--- config.mk ---
export PLATFORM = sky130hd
export DESIGN_NAME = spct_sqr
export DESIGN_NICKNAME = d
export VERILOG_FILES = /design/src/hdl/spct_pkg.sv /design/src/hdl/spct_sqr.sv
export SDC_FILE = /design/constraint.sdc
export NUM_CORES = 1
export LEC_CHECK = 0
export BUFFER_PORTS_ARGS = -buffer_cell sky130_fd_sc_hd__buf_2
export CAP_MARGIN = 20
export CORE_UTILIZATION = 46
export CTS_CLUSTER_DIAMETER = 30
export DETAILED_ROUTE_END_ITERATION = 8
export SKIP_LAST_GASP = 1
export SLEW_MARGIN = 30
export SYNTH_ARGS = -nofsm -noshare
export SYNTH_HDL_FRONTEND = slang
export SYNTH_SLANG_ARGS = --single-unit
--- constraint.sdc ---
create_clock -name i_clk -period 18.6 [get_ports i_clk]
set_clock_uncertainty 0.1 [all_clocks]
set_input_delay 0 -clock i_clk [delete_from_list [all_inputs] [get_ports i_clk]]
set_output_delay 0 -clock i_clk [all_outputs]
set_load 0.03 [all_outputs]
--- src/hdl/spct_pkg.sv ---
// shared constants and types for the proximity carve test block
package spct_pkg;

    localparam int DEF_MAX_ANCHORS = 1024;
    localparam int DEF_COORD_BITS  = 24;

    localparam int RADIUS_BITS  = 23;
    localparam int SQ_BITS      = 2 * RADIUS_BITS;
    localparam int ACC_BITS     = SQ_BITS + 2;
    localparam int CFG_IDX_BITS = 1;

    typedef logic [1:0] t_func;

    localparam t_func FUNC_LOAD  = 2'd0;
    localparam t_func FUNC_QUERY = 2'd1;
    localparam t_func FUNC_CLEAR = 2'd2;

    typedef logic [CFG_IDX_BITS-1:0] t_cfg_idx;

    localparam t_cfg_idx CFG_CUTOFF_RADIUS = 1'd0;
    localparam t_cfg_idx CFG_AVOID_MODE    = 1'd1;

endpackage

--- src/hdl/spct_sqr.sv ---
// shared registered squaring unit
module spct_sqr (
    input  logic                            i_clk,
    input  logic [spct_pkg::RADIUS_BITS-1:0] i_op,
    output logic [spct_pkg::SQ_BITS-1:0]     o_prod
);
    import spct_pkg::*;

    logic [SQ_BITS-1:0] r_prod;

    always_ff @(posedge i_clk) begin
        r_prod <= SQ_BITS'(i_op) * SQ_BITS'(i_op);
    end

    assign o_prod = r_prod;

endmodule

=== Word-level counts from Yosys, hierarchy flattened ===
Cells that the tools add are included.
W data, S select, Z words.

* Register bits: 46
* Output and inout port bits: 46

* $mul: 1

{| class="wikitable"
|+ Operator list
! operator !! number
|-
| $mul A23 B23 Y46 || 1
|}

=== Depth between registers and ports, before layout ===
Gate-level depths: netlist of run 1.

* Depth in word-level cells: 1
* Mapped depth: 26
* Gate-level depth less buffers: 24

=== Worst setup path after synthesis of run 1 ===
No wires, ideal clock.

* Kind: input-to-reg
* From: input i_op[14] (netlist name)
* To: register r_prod[37] (netlist: o_prod[37])
* Arrival: 6.040 ns
* Path slack: 12.337 ns
* Cell stages on the path: 23
* Buffers on the path: 3
* Required time: 18.377 ns
* Cells stage by stage: clkbuf_1 clkbuf_1 nand2_1 fa_1 inv_1 fa_1 inv_1 fa_1 inv_1 fa_1 fa_1 fa_1 fa_1 ha_1 buf_2 and3_1 a221oi_2 o22ai_1 or3_1 o21ai_2 o21ai_2 a21o_1 xor2_1

* Longest elaborated chain between the ends: 1

{| class="wikitable"
|+ RTL lines
! element !! line !! RTL
|-
| start, declared || spct_sqr.sv:4 || <nowiki>input logic [spct_pkg::RADIUS_BITS-1:0] i_op,</nowiki>
|-
| $mul A23 B23 Y46 || spct_sqr.sv:12 || <nowiki>r_prod <= SQ_BITS'(i_op) * SQ_BITS'(i_op);</nowiki>
|-
| end signal, assigned || spct_sqr.sv:12 ||
|-
| end, declared || spct_sqr.sv:9 || <nowiki>logic [SQ_BITS-1:0] r_prod;</nowiki>
|}

No other way between the ends.

=== Final worst setup path of run 1 ===
* From: input i_op[13] (netlist name)
* To: register r_prod[40] (netlist: o_prod[40])

The elaborated chain is that of the path after synthesis.

==> flow_metrics.env, run 1 <==
export IMPL_outcome="complete, no violations"
export IMPL_period_needed_ps=6677
export IMPL_layout_common_cells="491 x inv_1, 385 x fa_1, 172 x ha_1"
export IMPL_slowest_delay_ps=570
export IMPL_tns_ps=0
export IMPL_path_cells="buf_2 > and2_1 > inv_1 > fa_1 > inv_1 > fa_1 > inv_1 > fa_1 > inv_1 > fa_1 > fa_1 > fa_1 > fa_1 > ha_1 > a21oi_1 > o21ai_0 > a221oi_1 > o21ai_1 > a31oi_1 > o21ai_1 > nand2b_1 > a21oi_1"
export IMPL_io_pins=70
export IMPL_routedWlPerCell_microns=17.67
export IMPL_fp_dieW_microns=188.8
export IMPL_mappedNetlistArea_sq_um=16040
export IMPL_ys_top_cells_by_area="fa_1 48%, ha_1 13%, inv_1 11%"
export IMPL_path_common_cell="fa_1"
export IMPL_crit_type="in -> reg"
export IMPL_via_count=11052
export IMPL_grtUsageTotal_pct=23.16
export IMPL_first_global_vias=12324
export IMPL_postRouteAntennaNets=0
export IMPL_nNetsFinal=2314
export IMPL_gr_usage_met2_pct=43.93
export IMPL_grt_max_degree=27
export IMPL_cts_sinks=45
export IMPL_initial_utilization_pct=46.56
export IMPL_io_buffers=68
export IMPL_fillCellCount=3323
export IMPL_worst_pin_slew_ps=711.4
export IMPL_yosysWarnings=0
export IMPL_dr_pass1_iters=5
export IMPL_start_kind="primary input"
export IMPL_drc=0
export IMPL_met1_usage_pct=28.45
export IMPL_drt_initial_drc_count=490
export IMPL_crit_arrival_ps=6810
export IMPL_area_growth_pct=5.303
export IMPL_drv_slew=0
export IMPL_rows=68
export IMPL_n_antenna_cell=0
export IMPL_layout_commonest_cell="inv_1"
export IMPL_vias_per_cell=5.049
export IMPL_cts_buffers=5
export IMPL_grt_setup_unrepaired="no"
export IMPL_post_cts_resize_count=0
export IMPL_drv_cap=0
export IMPL_syn_inst=1716
export IMPL_drive_above_1_share_pct=5.536
export IMPL_finalHoldViolations=0
export IMPL_busiest_layer="met2"
export IMPL_post_route_period_util_pct=35.90
export IMPL_routed_wl_microns=38680
export IMPL_hold_slack_ps=195.9
export IMPL_synth_ff_type="dfxtp_1"
export IMPL_ys_ff_latch=45
export IMPL_die_h_microns=188.8
export IMPL_slowest_stage="fa_1"
export IMPL_report_final_setup_viol=0
export IMPL_die_area_sq_um=35630
export IMPL_grt_pass1_wl_microns=64030
export IMPL_dp_hpwl_microns=31590
export IMPL_core_region_area_sq_um=34460
export IMPL_clk_pin_slew_ps=70
export IMPL_fmax_ghz=0.1498
export IMPL_ys_seq_area_share_pct=5.615
export IMPL_synth_cell_type_count=56
export IMPL_cts_tree="done"
export IMPL_gp_congestion=0.8578
export IMPL_hp_class="in -> reg"
export IMPL_cp_max_fo=24
export IMPL_avgSynthCellArea_sq_um=9.349
export IMPL_holdPathStages=2
export IMPL_synth_edf_count=0
export IMPL_largest_reg_flops=45
export IMPL_grt_ovfl_total=0
export IMPL_grt_util_met3_pct=2.496
export IMPL_synth_largest_area_cell="fa_1"
export IMPL_synth_top_area_share_pct=48.04
export IMPL_critPathCaptureType="flip-flop"
export IMPL_root_buffer="clkbuf_16"
export IMPL_syn_nets=2297
export IMPL_cp_required_ps=18730
export IMPL_slew_headroom_pct=52.57
export IMPL_ys_async_sr_fraction_pct=0
export IMPL_antenna_found_initial=0
export IMPL_cts_buffer_depth=2
export IMPL_htreeDepth=2
## kinds of logic (layout without fill, tap and decap cells)
kind of cell,after synthesis,count (layout),share of synthesized area (%)
flip-flops,45,45,5.615
AO/OA/AOI/OAI,139,139,5.693
adder cells (fa/ha/maj),557,557,61.46
multiplexers,3,3,0.2106
XOR/XNOR,53,53,2.893
AND/OR/NAND/NOR,367,367,11.09
other,1,1,0.02337
buffers and inverters,551,569,13.02
## path summary, 6_finish.rpt
check	slack, ps	startpoint	end
max	11920	i_op[13]	o_prod[40]$_DFF_P_
min	200	i_op[1]	o_prod[2]$_DFF_P_
## worst max-delay path: cells and delay by family
kind | cells | cell delay [ps]
adder cells (fa/ha/maj) | 8 | 3880
buffers and inverters | 5 | 750
AND/OR/NAND/NOR | 2 | 450
AO/OA/AOI/OAI | 7 | 1710
## metrics by stage
| stage | area (sq um) | util (%) | worst slack, ps | std cells |
|---|---|---|---|---|
| 2_1_floorplan | 16040 | - | 12340 | 1716 |
| 3_3_place_gp | 16710 | 48.50 | 11730 | 2180 |
| 3_5_place_dp | 16710 | 48.50 | 11650 | 2180 |
| 4_1_cts | 16890 | 49.03 | 11940 | 2189 |
| 5_1_grt | 16890 | 49.03 | 11560 | 2189 |
| 6_report | 16890 | 49.03 | 11920 | 2189 |
## metal layers
metal	vias to the layer above	routed length (microns)
met5	-	0
met4	0	506
met3	38	1626
li1	5071	-
met1	5693	15380
met2	250	21160
## synth_stat cells, types with 2 or more instances
cell type	n
dfxtp_1	45
clkbuf_1	50
or3_1	3
nor3_1	5
nand2b_1	5
o21ai_2	2
buf_2	7
nand3_1	14
inv_1	491
a21oi_1	51
a31oi_1	3
o21ai_0	19
a21o_1	21
mux2_2	3
o211ai_1	4
and3_1	7
o21ai_1	11
xnor2_1	28
a31o_2	3
or2_2	4
and2_1	112
ha_1	172
fa_1	385
nor2b_1	5
nand4_1	8
xor2_1	25
nor2_1	42
a41oi_2	2
a211oi_1	3
nand2_1	158
o21bai_1	3
## timing repair
| item | CTS | global route |
|---|---|---|
| setup buffers | 0 | 0 |
| hold buffers | 1 | 0 |
| endpoints found under the hold margin | 2 | 0 |
| setup endpoints to repair | 0 | 0 |
## layout make-up
type	count	area, sq um	share of cell area [%]
Tap cell	455	569.3	3.370
Multi-Input combinational cell	1120	13050	77.27
Clock inverter	1	30.03	0.1778
Inverter	492	1847	10.93
Clock buffer	7	142.6	0.8443
Sequential cell	45	900.9	5.333
Timing Repair Buffer	69	350.3	2.074
Power of run 1 is left out: the tool's default activity adds up to more than one toggle a clock period on the data nets, which glitch-free logic cannot reach.
==> run 2: changes to the inputs <==
Clock period 18.6 ns to 6.8 ns, I/O delays scaled along.
==> run 2 against run 1 <==
Effect of this change: global-route usage up 0.065 points; utilization up 1.1 points; cell count up 2.2%; critical path depth up 2; via count up 1.2%; critical endpoint is now o_prod[44]$_DFF_P_.
==> flow_metrics.env, run 2 (synthesized netlist as in run 1, its figures left out) <==
export IMPL_cts_sinks=45
export IMPL_routedWlPerCell_microns=17.37
export IMPL_start_kind="primary input"
export IMPL_clk_pin_slew_ps=70
export IMPL_rows=68
export IMPL_cts_tree="done"
export IMPL_grt_max_degree=21
export IMPL_grt_ovfl_total=0
export IMPL_report_final_setup_viol=0
export IMPL_crit_type="in -> reg"
export IMPL_largest_reg_flops=45
export IMPL_n_antenna_cell=0
export IMPL_area_growth_pct=7.698
export IMPL_cp_required_ps=6890
export IMPL_slew_headroom_pct=62.13
export IMPL_drv_cap=0
export IMPL_core_region_area_sq_um=34460
export IMPL_drc=0
export IMPL_cts_buffers=5
export IMPL_root_buffer="clkbuf_16"
export IMPL_vias_per_cell=5.000
export IMPL_tns_ps=0
export IMPL_drv_slew=0
export IMPL_routed_wl_microns=38860
export IMPL_first_global_vias=12408
export IMPL_io_buffers=68
export IMPL_outcome="complete, no violations"
export IMPL_hp_class="in -> reg"
export IMPL_via_count=11184
export IMPL_multi_input_area_sq_um=13070
export IMPL_nNetsFinal=2363
export IMPL_postRouteAntennaNets=0
export IMPL_htreeDepth=2
export IMPL_finalHoldViolations=0
export IMPL_die_h_microns=188.8
export IMPL_cp_max_fo=10
export IMPL_seqCellArea_sq_um=900.9
export IMPL_layout_commonest_cell="inv_1"
export IMPL_die_area_sq_um=35630
export IMPL_period_needed_ps=6448
export IMPL_drive_above_1_share_pct=8.305
export IMPL_crit_arrival_ps=6540
export IMPL_grt_setup_unrepaired="no"
export IMPL_io_pins=70
export IMPL_grtUsageTotal_pct=23.22
export IMPL_grt_pass1_wl_microns=64010
export IMPL_dr_pass1_iters=6
export IMPL_antenna_found_initial=0
export IMPL_fp_dieW_microns=188.8
export IMPL_post_route_period_util_pct=94.83
export IMPL_dp_hpwl_microns=33600
export IMPL_gp_congestion=0.8447
export IMPL_fmax_ghz=0.1551
export IMPL_critPathCaptureType="flip-flop"
export IMPL_fillCellCount=3280
export IMPL_initial_utilization_pct=46.56
export IMPL_layout_common_cells="491 x inv_1, 385 x fa_1, 172 x ha_1"
export IMPL_cts_buffer_depth=2
export IMPL_drt_initial_drc_count=558
export IMPL_worst_pin_slew_ps=564.3
==> run 2: worst paths after layout <==
kind / start / end / slack (ps) / cells past startpoint
worst max-delay path: i_op[0] / o_prod[44]$_DFF_P_ / 350 / 24
worst min-delay path: i_op[1] / o_prod[2]$_DFF_P_ / 310 / 3
==> run 2: layout make-up <==
type,count,area share (%)
multi-input cells,1120,75.65
inverters,492,10.69
flip-flops and latches,45,5.214
repair buffers,118,4.229
well taps,455,3.295
clock buffers,5,0.7242
clock inverters,2,0.2028
==> run 2: repair_timing <==
action / in CTS / in global routing
hold buffers: 1 / 0
resized for setup: 0 / 3
endpoints found under the setup margin: 0 / 8
endpoints found under the hold margin: 2 / 0
buffers inserted: 0 / 0
==> run 2: critical path: stages <==
cell and delay [ps]:
dlygate4sd3_1 520, buf_2 240, buf_4 240, and2_1 220
inv_1 70, fa_1 410, fa_1 520, inv_1 50
ha_1 190, fa_1 490, inv_1 60, fa_1 530
inv_1 50, fa_1 490, fa_1 420, ha_1 310
a21oi_1 230, o21ai_0 190, a221oi_2 300, o21ai_2 140
a31oi_1 220, buf_4 170, o21ai_1 140, a311oi_1 340
==> run 2: layer usage <==
metal  track usage [%]  wire (microns)
met5                 0               0
met4             4.715             744
met1             28.16           15430
met2             44.24           21430
met3             2.254            1251
==> run 2: through the flow <==
stage          area [sq um]  setup slack, ps  instances  util, %  hold slack (ps)
2_1_floorplan         16040            537.2       1716        -           -72.28
3_5_place_dp          17090            100.7       2229    49.60            165.4
3_3_place_gp          17090            215.5       2229    49.60            169.8
5_1_grt               17280            37.73       2237    50.14            292.4
6_report              17280            351.7       2237    50.14            309.9
4_1_cts               17260            231.7       2237    50.09            284.6
Power of run 2 is left out for the same reason.
